<file path="src/hw/rtl/stack_track_reorder_macros.svh">
// ----------------------------------------------------------------------------
// stack_track_reorder assertion macros
// Shared property wrappers for the reorder block checks.
// ----------------------------------------------------------------------------
`ifndef STACK_TRACK_REORDER_MACROS_SVH
`define STACK_TRACK_REORDER_MACROS_SVH

// same-cycle implication, disabled in reset
`define STR_ASSERT_NOW(label, clk, rst, ante, cons, msg) \
   label: assert property (@(posedge clk) disable iff (rst) (ante) |-> (cons)) \
      else $error(msg);

// next-cycle implication, disabled in reset
`define STR_ASSERT_NEXT(label, clk, rst, ante, cons, msg) \
   label: assert property (@(posedge clk) disable iff (rst) (ante) |=> (cons)) \
      else $error(msg);

`endif

</file>
<file path="src/hw/rtl/str_pkg.sv">
// ----------------------------------------------------------------------------
// str_pkg
// Types, sizes and helpers shared by the holding-track reorder block.
// ----------------------------------------------------------------------------
package str_pkg;

   localparam int NUM_TRACKS  = 4;
   localparam int TRACK_DEPTH = 8;
   localparam int CAR_BITS    = 8;

   localparam int SLOTS  = NUM_TRACKS * TRACK_DEPTH;
   localparam int TRK_W  = (NUM_TRACKS > 1) ? $clog2(NUM_TRACKS) : 1;
   localparam int CNT_W  = $clog2(NUM_TRACKS + 1);
   localparam int FILL_W = $clog2(TRACK_DEPTH + 1);
   localparam int ADDR_W = (SLOTS > 1) ? $clog2(SLOTS) : 1;

   typedef logic [CAR_BITS-1:0] car_type;
   typedef logic [TRK_W-1:0]    trk_type;
   typedef logic [CNT_W-1:0]    cnt_type;
   typedef logic [FILL_W-1:0]   fill_type;
   typedef logic [ADDR_W-1:0]   addr_type;

   typedef enum logic [1:0] {
      ACT_DIRECT   = 2'd0,
      ACT_POP      = 2'd1,
      ACT_PUSH     = 2'd2,
      ACT_OVERFLOW = 2'd3
   } action_type;

   typedef struct packed {
      action_type action;
      logic [7:0] moved_car;
      logic [2:0] track_index;
      logic [3:0] tracks_used;
      logic       last_of_run;
   } result_type;

   typedef struct packed {
      logic     wr_en;
      addr_type wr_addr;
      car_type  wr_data;
      logic     rd_en;
      addr_type rd_addr;
   } mem_req_type;

   function automatic addr_type slot_addr(input trk_type trk, input fill_type slot);
      int a;
      a = int'(trk) * TRACK_DEPTH + int'(slot);
      return ADDR_W'(a);
   endfunction

endpackage

</file>
<file path="src/hw/rtl/str_ram.sv">
// ----------------------------------------------------------------------------
// str_ram
// Generic single-write, single-read RAM with registered read data.
// ----------------------------------------------------------------------------
module str_ram #(
   parameter int WIDTH = 8,
   parameter int DEPTH = 32,
   localparam int AW = (DEPTH > 1) ? $clog2(DEPTH) : 1
) (
   input  logic             clock,
   input  logic             wr_en,
   input  logic [AW-1:0]    wr_addr,
   input  logic [WIDTH-1:0] wr_data,
   input  logic             rd_en,
   input  logic [AW-1:0]    rd_addr,
   output logic [WIDTH-1:0] rd_data
);

   logic [WIDTH-1:0] mem_ff [DEPTH];
   logic [WIDTH-1:0] rd_data_ff;

   always_ff @(posedge clock) begin
      if (wr_en) begin
         mem_ff[wr_addr] <= wr_data;
      end
      if (rd_en) begin
         rd_data_ff <= mem_ff[rd_addr];
      end
   end

   assign rd_data = rd_data_ff;

endmodule

</file>
<file path="src/hw/rtl/str_out_reg.sv">
// ----------------------------------------------------------------------------
// str_out_reg
// Result output register between the sequencer and the response channel.
// ----------------------------------------------------------------------------
module str_out_reg (
   input  logic                clock,
   input  logic                reset,
   input  logic                load,
   input  str_pkg::result_type load_data,
   output logic                free,
   output logic                rsp_valid,
   input  logic                rsp_ready,
   output logic [1:0]          rsp_action,
   output logic [7:0]          rsp_moved_car,
   output logic [2:0]          rsp_track_index,
   output logic [3:0]          rsp_tracks_used,
   output logic                rsp_last_of_run
);

   logic                valid_ff;
   logic                valid_in;
   str_pkg::result_type data_ff;

   assign free = !valid_ff || rsp_ready;

   always_comb begin
      valid_in = valid_ff;
      if (load) begin
         valid_in = 1'b1;
      end else if (rsp_ready) begin
         valid_in = 1'b0;
      end
   end

   always_ff @(posedge clock) begin
      if (reset) begin
         valid_ff <= 1'b0;
      end else begin
         valid_ff <= valid_in;
      end
   end

   always_ff @(posedge clock) begin
      if (load) begin
         data_ff <= load_data;
      end
   end

   assign rsp_valid       = valid_ff;
   assign rsp_action      = data_ff.action;
   assign rsp_moved_car   = data_ff.moved_car;
   assign rsp_track_index = data_ff.track_index;
   assign rsp_tracks_used = data_ff.tracks_used;
   assign rsp_last_of_run = data_ff.last_of_run;

endmodule

</file>
<file path="src/hw/rtl/str_seq.sv">
// ----------------------------------------------------------------------------
// str_seq
// Track sequencer: push, overflow reject, direct release and pop cascade over the track RAM.
// ----------------------------------------------------------------------------
module str_seq (
   input  logic                 clock,
   input  logic                 reset,
   input  logic                 req_valid,
   output logic                 req_ready,
   input  logic [7:0]           req_car_number,
   output str_pkg::mem_req_type mem_req,
   input  str_pkg::car_type     mem_rd_data,
   input  logic                 out_free,
   output logic                 emit_valid,
   output str_pkg::result_type  emit_data
);

   typedef enum logic [3:0] {
      ST_IDLE   = 4'b0001,
      ST_SCAN   = 4'b0010,
      ST_REFILL = 4'b0100,
      ST_FLUSH  = 4'b1000
   } state_type;

   state_type           state_ff, state_in;
   str_pkg::cnt_type    scan_ff, scan_in;
   logic                moved_ff, moved_in;
   str_pkg::fill_type   fill_ff [str_pkg::NUM_TRACKS];
   str_pkg::fill_type   fill_in [str_pkg::NUM_TRACKS];
   str_pkg::car_type    top_ff  [str_pkg::NUM_TRACKS];
   str_pkg::car_type    top_in  [str_pkg::NUM_TRACKS];
   str_pkg::car_type    nem1_ff, nem1_in;
   str_pkg::cnt_type    opened_ff, opened_in;
   str_pkg::result_type pend_ff, pend_in;

   str_pkg::car_type    car;
   str_pkg::car_type    expect_car;
   str_pkg::trk_type    idx;
   logic                fit_found;
   str_pkg::trk_type    fit_trk;
   str_pkg::trk_type    push_trk;
   logic                push_ok;
   logic                push_new;

   assign car        = str_pkg::CAR_BITS'(req_car_number);
   assign expect_car = nem1_ff + str_pkg::car_type'(1);
   assign idx        = scan_ff[str_pkg::TRK_W-1:0];
   assign req_ready  = (state_ff == ST_IDLE);

   always_comb begin
      fit_found = 1'b0;
      fit_trk   = '0;
      for (int t = str_pkg::NUM_TRACKS - 1; t >= 0; t--) begin
         if ((str_pkg::CNT_W'(t) < opened_ff) &&
             (fill_ff[t] < str_pkg::FILL_W'(str_pkg::TRACK_DEPTH)) &&
             ((fill_ff[t] == '0) || (top_ff[t] > car))) begin
            fit_found = 1'b1;
            fit_trk   = str_pkg::TRK_W'(t);
         end
      end
      push_new = !fit_found && (opened_ff < str_pkg::CNT_W'(str_pkg::NUM_TRACKS));
      push_ok  = fit_found || push_new;
      push_trk = fit_found ? fit_trk : opened_ff[str_pkg::TRK_W-1:0];
   end

   always_comb begin
      state_in   = state_ff;
      scan_in    = scan_ff;
      moved_in   = moved_ff;
      fill_in    = fill_ff;
      top_in     = top_ff;
      nem1_in    = nem1_ff;
      opened_in  = opened_ff;
      pend_in    = pend_ff;
      emit_valid = 1'b0;
      emit_data  = pend_ff;
      mem_req    = '0;
      unique case (state_ff)
         ST_IDLE: begin
            if (req_valid) begin
               pend_in.moved_car   = 8'(car);
               pend_in.last_of_run = 1'b0;
               if (car == expect_car) begin
                  pend_in.action      = str_pkg::ACT_DIRECT;
                  pend_in.track_index = '0;
                  pend_in.tracks_used = 4'(opened_ff);
                  nem1_in  = car;
                  scan_in  = '0;
                  moved_in = 1'b0;
                  state_in = ST_SCAN;
               end else if (push_ok) begin
                  mem_req.wr_en   = 1'b1;
                  mem_req.wr_addr = str_pkg::slot_addr(push_trk, fill_ff[push_trk]);
                  mem_req.wr_data = car;
                  fill_in[push_trk] = fill_ff[push_trk] + str_pkg::fill_type'(1);
                  top_in[push_trk]  = car;
                  if (push_new) begin
                     opened_in = opened_ff + str_pkg::cnt_type'(1);
                  end
                  pend_in.action      = str_pkg::ACT_PUSH;
                  pend_in.track_index = 3'(push_trk);
                  pend_in.tracks_used = 4'(opened_in);
                  state_in = ST_FLUSH;
               end else begin
                  pend_in.action      = str_pkg::ACT_OVERFLOW;
                  pend_in.track_index = '0;
                  pend_in.tracks_used = 4'(opened_ff);
                  state_in = ST_FLUSH;
               end
            end
         end
         ST_SCAN: begin
            if (scan_ff >= opened_ff) begin
               if (moved_ff) begin
                  scan_in  = '0;
                  moved_in = 1'b0;
               end else begin
                  state_in = ST_FLUSH;
               end
            end else if ((fill_ff[idx] != '0) && (top_ff[idx] == expect_car)) begin
               if (out_free) begin
                  emit_valid = 1'b1;
                  pend_in.action      = str_pkg::ACT_POP;
                  pend_in.moved_car   = 8'(top_ff[idx]);
                  pend_in.track_index = 3'(idx);
                  pend_in.tracks_used = 4'(opened_ff);
                  pend_in.last_of_run = 1'b0;
                  fill_in[idx] = fill_ff[idx] - str_pkg::fill_type'(1);
                  nem1_in  = expect_car;
                  moved_in = 1'b1;
                  if (fill_ff[idx] != str_pkg::fill_type'(1)) begin
                     mem_req.rd_en   = 1'b1;
                     mem_req.rd_addr = str_pkg::slot_addr(idx,
                        fill_ff[idx] - str_pkg::fill_type'(2));
                     state_in = ST_REFILL;
                  end
               end
            end else begin
               scan_in = scan_ff + str_pkg::cnt_type'(1);
            end
         end
         ST_REFILL: begin
            top_in[idx] = mem_rd_data;
            state_in    = ST_SCAN;
         end
         ST_FLUSH: begin
            if (out_free) begin
               emit_valid            = 1'b1;
               emit_data.last_of_run = 1'b1;
               state_in              = ST_IDLE;
            end
         end
         default: begin
            state_in = ST_IDLE;
         end
      endcase
   end

   always_ff @(posedge clock) begin
      if (reset) begin
         state_ff  <= ST_IDLE;
         scan_ff   <= '0;
         moved_ff  <= 1'b0;
         nem1_ff   <= '0;
         opened_ff <= '0;
         for (int t = 0; t < str_pkg::NUM_TRACKS; t++) begin
            fill_ff[t] <= '0;
         end
      end else begin
         state_ff  <= state_in;
         scan_ff   <= scan_in;
         moved_ff  <= moved_in;
         nem1_ff   <= nem1_in;
         opened_ff <= opened_in;
         fill_ff   <= fill_in;
      end
   end

   always_ff @(posedge clock) begin
      top_ff  <= top_in;
      pend_ff <= pend_in;
   end

endmodule

</file>
<file path="src/hw/rtl/stack_track_reorder.sv">
// ----------------------------------------------------------------------------
// stack_track_reorder
// Railroad car reorder through a bank of LIFO holding tracks.
// ----------------------------------------------------------------------------
// Cars enter on the req_ channel (valid/ready), one car number per transaction.
// Moves leave on the rsp_ channel (valid/ready), one transaction per move;
// rsp_last_of_run marks the final move caused by a car.
// A pushed or rejected car is taken in the idle state and its move waits in the
// flush state until the output register is free, then is loaded into it;
// rsp_valid rises once that register holds the move.
// A direct release walks the opened track tops, one track per cycle while no
// pop waits for the output register, and repeats the walk while it pops
// anything; each pop that leaves the track non-empty adds a refill state for
// the track RAM read of the new top; the flush state sends the final move.
// req_ready is high only while no car is in work; the next car may enter while
// the final move still waits in the output register.
// A stalled receiver holds the sequencer at its next move; nothing is dropped.
// Reset empties all tracks, closes them and sets the expected car to 1; the
// track RAM needs no clearing pass.
// ----------------------------------------------------------------------------
`include "stack_track_reorder_macros.svh"

module stack_track_reorder (
   input  logic       clock,
   input  logic       reset,
   input  logic       req_valid,
   output logic       req_ready,
   input  logic [7:0] req_car_number,
   output logic       rsp_valid,
   input  logic       rsp_ready,
   output logic [1:0] rsp_action,
   output logic [7:0] rsp_moved_car,
   output logic [2:0] rsp_track_index,
   output logic [3:0] rsp_tracks_used,
   output logic       rsp_last_of_run
);

   str_pkg::mem_req_type mem_req;
   str_pkg::car_type     mem_rd_data;
   logic                 out_free;
   logic                 emit_valid;
   str_pkg::result_type  emit_data;
   logic                 req_fire;
   logic                 last_emit;

   str_ram #(
      .WIDTH (str_pkg::CAR_BITS),
      .DEPTH (str_pkg::SLOTS)
   ) u_track_ram (
      .clock   (clock),
      .wr_en   (mem_req.wr_en),
      .wr_addr (mem_req.wr_addr),
      .wr_data (mem_req.wr_data),
      .rd_en   (mem_req.rd_en),
      .rd_addr (mem_req.rd_addr),
      .rd_data (mem_rd_data)
   );

   str_seq u_seq (
      .clock          (clock),
      .reset          (reset),
      .req_valid      (req_valid),
      .req_ready      (req_ready),
      .req_car_number (req_car_number),
      .mem_req        (mem_req),
      .mem_rd_data    (mem_rd_data),
      .out_free       (out_free),
      .emit_valid     (emit_valid),
      .emit_data      (emit_data)
   );

   str_out_reg u_out (
      .clock           (clock),
      .reset           (reset),
      .load            (emit_valid),
      .load_data       (emit_data),
      .free            (out_free),
      .rsp_valid       (rsp_valid),
      .rsp_ready       (rsp_ready),
      .rsp_action      (rsp_action),
      .rsp_moved_car   (rsp_moved_car),
      .rsp_track_index (rsp_track_index),
      .rsp_tracks_used (rsp_tracks_used),
      .rsp_last_of_run (rsp_last_of_run)
   );

   assign req_fire  = req_valid && req_ready;
   assign last_emit = emit_valid && emit_data.last_of_run;

   `STR_ASSERT_NOW(a_no_overwrite, clock, reset, emit_valid, out_free, "result overwritten")
   `STR_ASSERT_NEXT(a_busy_after_accept, clock, reset, req_fire, !req_ready, "accept while busy")
   `STR_ASSERT_NOW(a_ram_one_port, clock, reset, mem_req.rd_en, !mem_req.wr_en, "RAM port clash")
   `STR_ASSERT_NOW(a_idle_flush_done, clock, reset, last_emit, !req_ready, "final move in idle")

endmodule
</file>
<file path="config.mk">
export PLATFORM = sky130hd
export DESIGN_NAME = stack_track_reorder
export DESIGN_NICKNAME = d
export VERILOG_FILES = /design/src/hw/rtl/str_pkg.sv /design/src/hw/rtl/str_ram.sv /design/src/hw/rtl/str_out_reg.sv /design/src/hw/rtl/str_seq.sv /design/src/hw/rtl/stack_track_reorder.sv
export VERILOG_INCLUDE_DIRS = /design/src /design/src/hw/rtl
export SDC_FILE = /design/constraint.sdc
export NUM_CORES = 1
export LEC_CHECK = 0
export BUFFER_PORTS_ARGS = -buffer_cell sky130_fd_sc_hd__buf_2
export CAP_MARGIN = 10
export CELL_PAD_IN_SITES_DETAIL_PLACEMENT = 1
export CELL_PAD_IN_SITES_GLOBAL_PLACEMENT = 1
export CORE_AREA = 2 2 194 196
export DETAILED_ROUTE_END_ITERATION = 8
export DIE_AREA = 0 0 196 198
export PLACE_DENSITY_LB_ADDON = 0.1
export SLEW_MARGIN = 0
export SYNTH_ARGS = -nofsm -noshare
export SYNTH_HDL_FRONTEND = slang
export SYNTH_SLANG_ARGS = --single-unit
</file>
<file path="constraint.sdc">
create_clock -name clock -period 5.4 [get_ports clock]
set_clock_uncertainty 0.2 [all_clocks]
set_input_delay 1.08 -clock clock [delete_from_list [all_inputs] [get_ports clock]]
set_output_delay 1.08 -clock clock [all_outputs]
set_load 0.01 [all_outputs]
</file>
# Word level (Yosys, flattened, before mapping)
# Memory sizes are Yosys's and may differ from the RTL's. A register that Yosys moved wholly into a read port is not among the register bits.
# Index checks and enable logic that the tools add are counted.
# totals
register_bits	104
in_bits	12
mem_bits_rw	256
output_inout_bits	20
mem_count	1
# mem_list
memory	words	word_bits	rd	rd_clocked_by_memory_dff	write_ports	line_no	source
u_track_ram.mem_ff	32	8	1	1	1	str_ram.sv:19	logic [WIDTH-1:0] mem_ff [DEPTH];
# op_classes
n_mux	97
reduce_logical	36
n_bitwise	3
n_eq_ne	21
magnitude_cmp	18
add_sub_neg	8
# op_table
operator	n
16-bit 2-to-1 mux	6
32-bit 2-to-1 mux	3
18-bit 2-to-1 mux	4
8-bit 2-to-1 mux	9
32-bit bitwise mux	2
32-bit one-hot mux with 2 select lines	1
14-bit 2-to-1 mux	4
4-bit 2-to-1 mux	14
6-bit 2-to-1 mux	6
18-bit one-hot mux with 2 select lines	1
16-bit bitwise mux	2
8-bit demux with 2-bit select	2
8-bit > comparator	4
16-bit one-hot mux with 2 select lines	1
1-bit 2-to-1 mux	19
3-bit 2-to-1 mux	6
4-bit binary-select mux with 2-bit select	2
8-bit binary-select mux with 2-bit select	1
4-bit demux with 2-bit select	2
8-bit equality test	2
4-bit logical NOT	4
4-bit < comparator (second input constant)	4
4-bit one-hot mux with 4 select lines	1
8-bit one-hot mux with 2 select lines	1
37 further kinds	82

# Logic depth before layout (Yosys ltp)
# depth
depth_word	19
mapped_depth	23

# Cells and area by module
# A second synthesis with hierarchy kept.
# hier_totals
cells_unflattened	1101
area_unflattened_um2	16694.8
# by_module_without_submodules
mod	seq_area_each_um2	n_inst	area_per_inst_um2	cells_per_inst
str_ram	7927.6	1	10133.5	417
str_seq	2112.0	1	5974.5	662
str_out_reg	560.5	1	586.8	22

# Worst setup path after synthesis
# Ideal clock, no wire load.
# synth_timing
path_kind	input to register
from	input req_car_number[4]
to	memory u_track_ram.mem_ff[7][0] (enable)
required_time_ns	4.817
setup_slack_ns	0.207
path_stages	15
t_arrival_ns	4.610
setup_ns	0.383
cell_sequence	inv_1 -> ha_1 -> nand4_1 -> a221o_1 -> a2111oi_1 -> clkbuf_1 -> nor2_1 -> nand3_1 -> o211a_1 -> inv_1 -> ha_1 -> xor2_1 -> nor2_1 -> nand2_1 -> nor3_1
# synth_via
elab_chain_cells	17
word_cells_on_any_way	36
classes_between	add/sub (1); order compare (4); eq/ne (1); mux (18); bitwise (1); reduce/logical (11)
# synth_rtl
item	line_no	source
from (decl)	stack_track_reorder.sv:28	input logic [7:0] req_car_number,
8-bit > comparator	str_seq.sv:56	((fill_ff[t] == '0) || (top_ff[t] > car))) begin
1-bit logical OR	str_seq.sv:56	
1-bit logical AND	str_seq.sv:55	(fill_ff[t] < str_pkg::FILL_W'(str_pkg::TRACK_DEPTH)) &&
2-bit 2-to-1 mux or 1-bit 2-to-1 mux (tied branches) (4 in a row)	str_seq.sv:54	if ((str_pkg::CNT_W'(t) < opened_ff) &&
2-bit 2-to-1 mux	str_seq.sv:63	push_trk = fit_found ? fit_trk : opened_ff[str_pkg::TRK_W-1:0];
2-bit NOT with 3-bit output (implied by the code)	str_seq.sv:93	mem_req.wr_addr = str_pkg::slot_addr(push_trk, fill_ff[push_trk]);
4-bit binary-select mux with 2-bit select	str_seq.sv:93	
4-bit 2-to-1 mux (implied by the code) (2 in a row)	str_seq.sv:93	
5-bit by 4-bit adder with 5-bit output	str_pkg.sv:48	a = int'(trk) * TRACK_DEPTH + int'(slot);
14-bit 2-to-1 mux	str_seq.sv:91	end else if (push_ok) begin
14-bit 2-to-1 mux *	str_seq.sv:83	if (car == expect_car) begin
14-bit 2-to-1 mux *	str_seq.sv:80	if (req_valid) begin
14-bit 2-to-1 mux *	str_seq.sv:78	unique case (state_ff)
to (decl)	str_ram.sv:19	
# Mark *: on every way between the ends. The rest lies on a longest branch, timed or not. The select of a mux whose other input is x is not followed.

==> reports/qor.yml <==
cts:
  post_cts_buffers: 0
  cts_buffer_depth: 3
  h-tree-depth: 2
  cts_tree: "yes"
  post_cts_resized: 0
  cts.root.buffer_cell: "clkbuf_16"
  cts_made_buffers: 42
  cts_num_sinks: 363
  cts.clk_slew.worst_paths_ps: 60
  clkLatencyLatePin_ps: 590
  ctsHoldBuffers: 0
yosys:
  synth_top_family_by_area: "simple AND/OR/NAND/NOR gates"
  synth_top_area_share_pct: 57.50
  synth-adder-area-share_pct: 3.517
  synth-seq-cells: 363
  syn_avg_cell_area_um2: 12.52
  yosysSeqAreaShare_pct: 61.72
  ys.flop_type: "edfxtp_1"
  synthTopCellsByArea: "edfxtp_1, dfxtp_1, mux2i_1"
  mappedNetlistArea_um2: 17080
  synth_cell_types: 77
  synth_edf_count: 327
  netlist_instances: 1364
  synth-compound-area-share_pct: 11.58
  synth.area.mux_share_pct: 6.176
  synth_simple_gate_area_share_pct: 12.25
  yosysTopAreaCell: "edfxtp_1"
  synth-xor-area-share_pct: 2.007
  async_flop_share_pct: 0
  ys.warnings.count: 0
status:
  status: "finished, final reports clean"
placed_design:
  dp_hpwl_mm: 35.66
  placed_area_um2: 18520
  place_ws_ps: -127.7
  io_buffers: 29
  gp_congestion: 0.9841
floorplan:
  die_h_um: 198
  die_x_um: 196
  dieArea_um2: 38810
  io_pins: 32
  core_um2: 36960
  start_util_pct: 46.21
  rows: 71
timing:
  rsz0062_at_grt: "false"
  fmax_mhz: 189.2
  finalSetupViolCount: 0
  fin_ws_ps: 113.9
  post-route-period-util_pct: 97.89
  slew_viol_final: 0
  timing.slew.headroom_pct: 23.84
  worstMarginPinSlew_ps: 1134
  hold_viol: 0
  fin_crit_ps: 5286
  hold_slack_ps: 219.1
  tns_ps: 0
setup_path:
  worstSetupStartpoint: "u_seq.scan_ff[1]"
  max_stage_delay_ps: 690
  cp.arrival_ps: 5500
  end_kind: "register"
  cp.depth: 12
  cp_slowest_cell: "or3_1"
  timing.setup.critical_path_class: "reg -> reg"
  path_delay_family: "simple AND/OR/NAND/NOR gates"
  worstPathRequired_ps: 5610
  r2r_cells: 12
  critical_path.cell_chain: "buf_4, mux2_2, mux2i_1, nand3_1, nand4_1, or3_1, inv_4, and2_4, and3_1, a222oi_1, a22oi_1, a21oi_1"
  worstPathMaxFanout: 15
  r2r_start: "u_seq.scan_ff[1]"
  r2r_end: "u_track_ram.rd_data[7]"
  r2r_slack_ps: 110
  crit_buf_inv: 2
  start_kind: "register"
  worstSetupEndpoint: "u_track_ram.rd_data[7]"
global_routing:
  grt_pass1_vias: 12490
  track_usage_pct: 26.86
  antenna_found_initial: 1
  grt_max_degree: 58
  grt_overflow: 0
  grt_pass1_wl_mm: 77.10
pwr:
  powerDensity_nw_per_um2: 442.3
  p_sw_share_pct: 32.86
  switchingPower_mw: 2.889
  p_total_mw: 8.790
  p_comb_share_pct: 28.0
  peakVddDrop_uv: 278.2
  p_seq_share_pct: 40.3
  p_leak_nw: 6.945
  pwr-share-clk_pct: 31.7
  internal-power_mw: 5.902
routing:
  wl_per_cell_um: 25.76
  postRouteAntennaNets: 0
  viasPerCell: 6.053
  drtIter0Drc: 891
  wl_mm: 51.25
  first_pass_iters: 6
  drc_errors: 0
  vias: 12040
hold_path:
  hp-class: "reg -> reg"
  worstHoldStart: "u_seq.emit_data[1]"
final_layout:
  final_area_um2: 19870
  multi_input_area_um2: 6122
  fillers: 3749
  seq_area_um2: 10540
  antennaDiodeCount: 0
  nets: 1544
  drive_above_1_share_pct: 17.10
  synthToLayoutAreaGrowth_pct: 16.38
flow_run:
  max_cap_viol_count: 0
## state kept, by name, indices dropped and copies added (netlist names)
name and flops:
u_out.rsp_action 2, u_out.rsp_last_of_run 1, u_out.rsp_moved_car 8, u_out.rsp_track_index 2, u_out.rsp_tracks_used 3, u_out.rsp_valid 1
u_seq.emit_data 15, u_seq.fill_ff 16, u_seq.moved_ff 1, u_seq.nem1_ff 8, u_seq.opened_ff 3, u_seq.scan_ff 3
u_seq.state_ff 4, u_seq.top_ff 32, u_track_ram.mem_ff 256, u_track_ram.rd_data 8
## cells by family after synthesis
logic type	count (synthesis)
compound gates	295
xor+xnor	31
simple gates	436
fa+ha+maj	48
flops	363
mux	88
other cells	1
buf+inv	102
## synth_stat cells (7+ instances only)
master    number
a21oi_1       51
inv_1         30
o21ai_0       78
mux2_2        10
clkbuf_1      42
nor2b_1       28
o22ai_1       15
nor3_1        18
o221ai_1       8
nand4_1       14
mux2i_1       66
a211oi_1      36
buf_2         10
a31oi_1       16
xnor2_1       20
edfxtp_1     327
nand2_1      158
a22oi_1       13
a311oi_1      11
buf_4          8
dfxtp_1       36
nand2b_1      10
nor2_1        98
mux4_2         9
a222oi_1       7
a21o_1         7
ha_1          48
nand3_1       60
or3_1          9
## area by class of cell
class / count / share of cell area [%]
multi-input cells: 900 / 30.80
well taps: 474 / 2.984
inverters: 32 / 0.6170
repair buffers: 145 / 5.742
clock inverters: 23 / 1.228
clock buffers: 52 / 5.584
flip-flops and latches: 363 / 53.04
## layout by cell type (no fill, tap or decap), drive strengths merged, types with 4 or more instances in the layout
master	instances
a21oi	55
a311oi	12
o221ai	8
nand3b	6
nor3	19
nand2b	10
a211oi	36
nor4	8
nor2b	28
xor2	6
and2	7
mux2i	66
mux2	10
dfxtp	36
clkinv	17
inv	32
o22ai	15
and3	6
or3	9
nand4	14
xnor2	20
nand3	60
a31oi	16
a222oi	7
a221o	4
clkbuf	52
ha	48
mux4	12
a21o	7
nor2	99
o21ai	81
a22oi	19
nand2	158
o211ai	5
edfxtp	327
a2111oi	4
buf	145
## layer usage
layer | track usage (%) | part of all wire (%)
met5 | 0 | 0
met2 | 46.36 | 50
met4 | 12.49 | 4.4
met3 | 3.662 | 4.7
met1 | 33.68 | 41
## worst min path at each step
stage	to	slack [ps]	depth (start not counted)
final	u_out.rsp_tracks_used[0]	220	0
after global routing	u_out.rsp_tracks_used[0]	220	0
after CTS	u_out.rsp_tracks_used[0]	220	0
after detailed placement	u_out.rsp_action[0]	210	0
after global placement	u_out.rsp_action[0]	200	0
after floorplan	u_out.rsp_action[0]	200	0
## power by group through the flow
stage / clock, mW / combinational, mW / sequential [mW]
global placement: 0 / 2.39 / 3.59
floorplan: 0 / 1.43 / 3.54
global route: 2.93 / 2.65 / 3.56
finish: 2.79 / 2.46 / 3.54
CTS: 2.83 / 2.46 / 3.54
detailed placement: 0 / 2.44 / 3.60
## stage by stage
| stage | util (%) | std cells |
|---|---|---|
| final | 53.78 | 1989 |
| after global routing | 53.78 | 1989 |
| after CTS | 53.78 | 1989 |
| after detailed placement | 50.11 | 1914 |
| after global placement | 50.11 | 1914 |
| after floorplan | - | 1365 |
(Power assumes the default switching activity.)
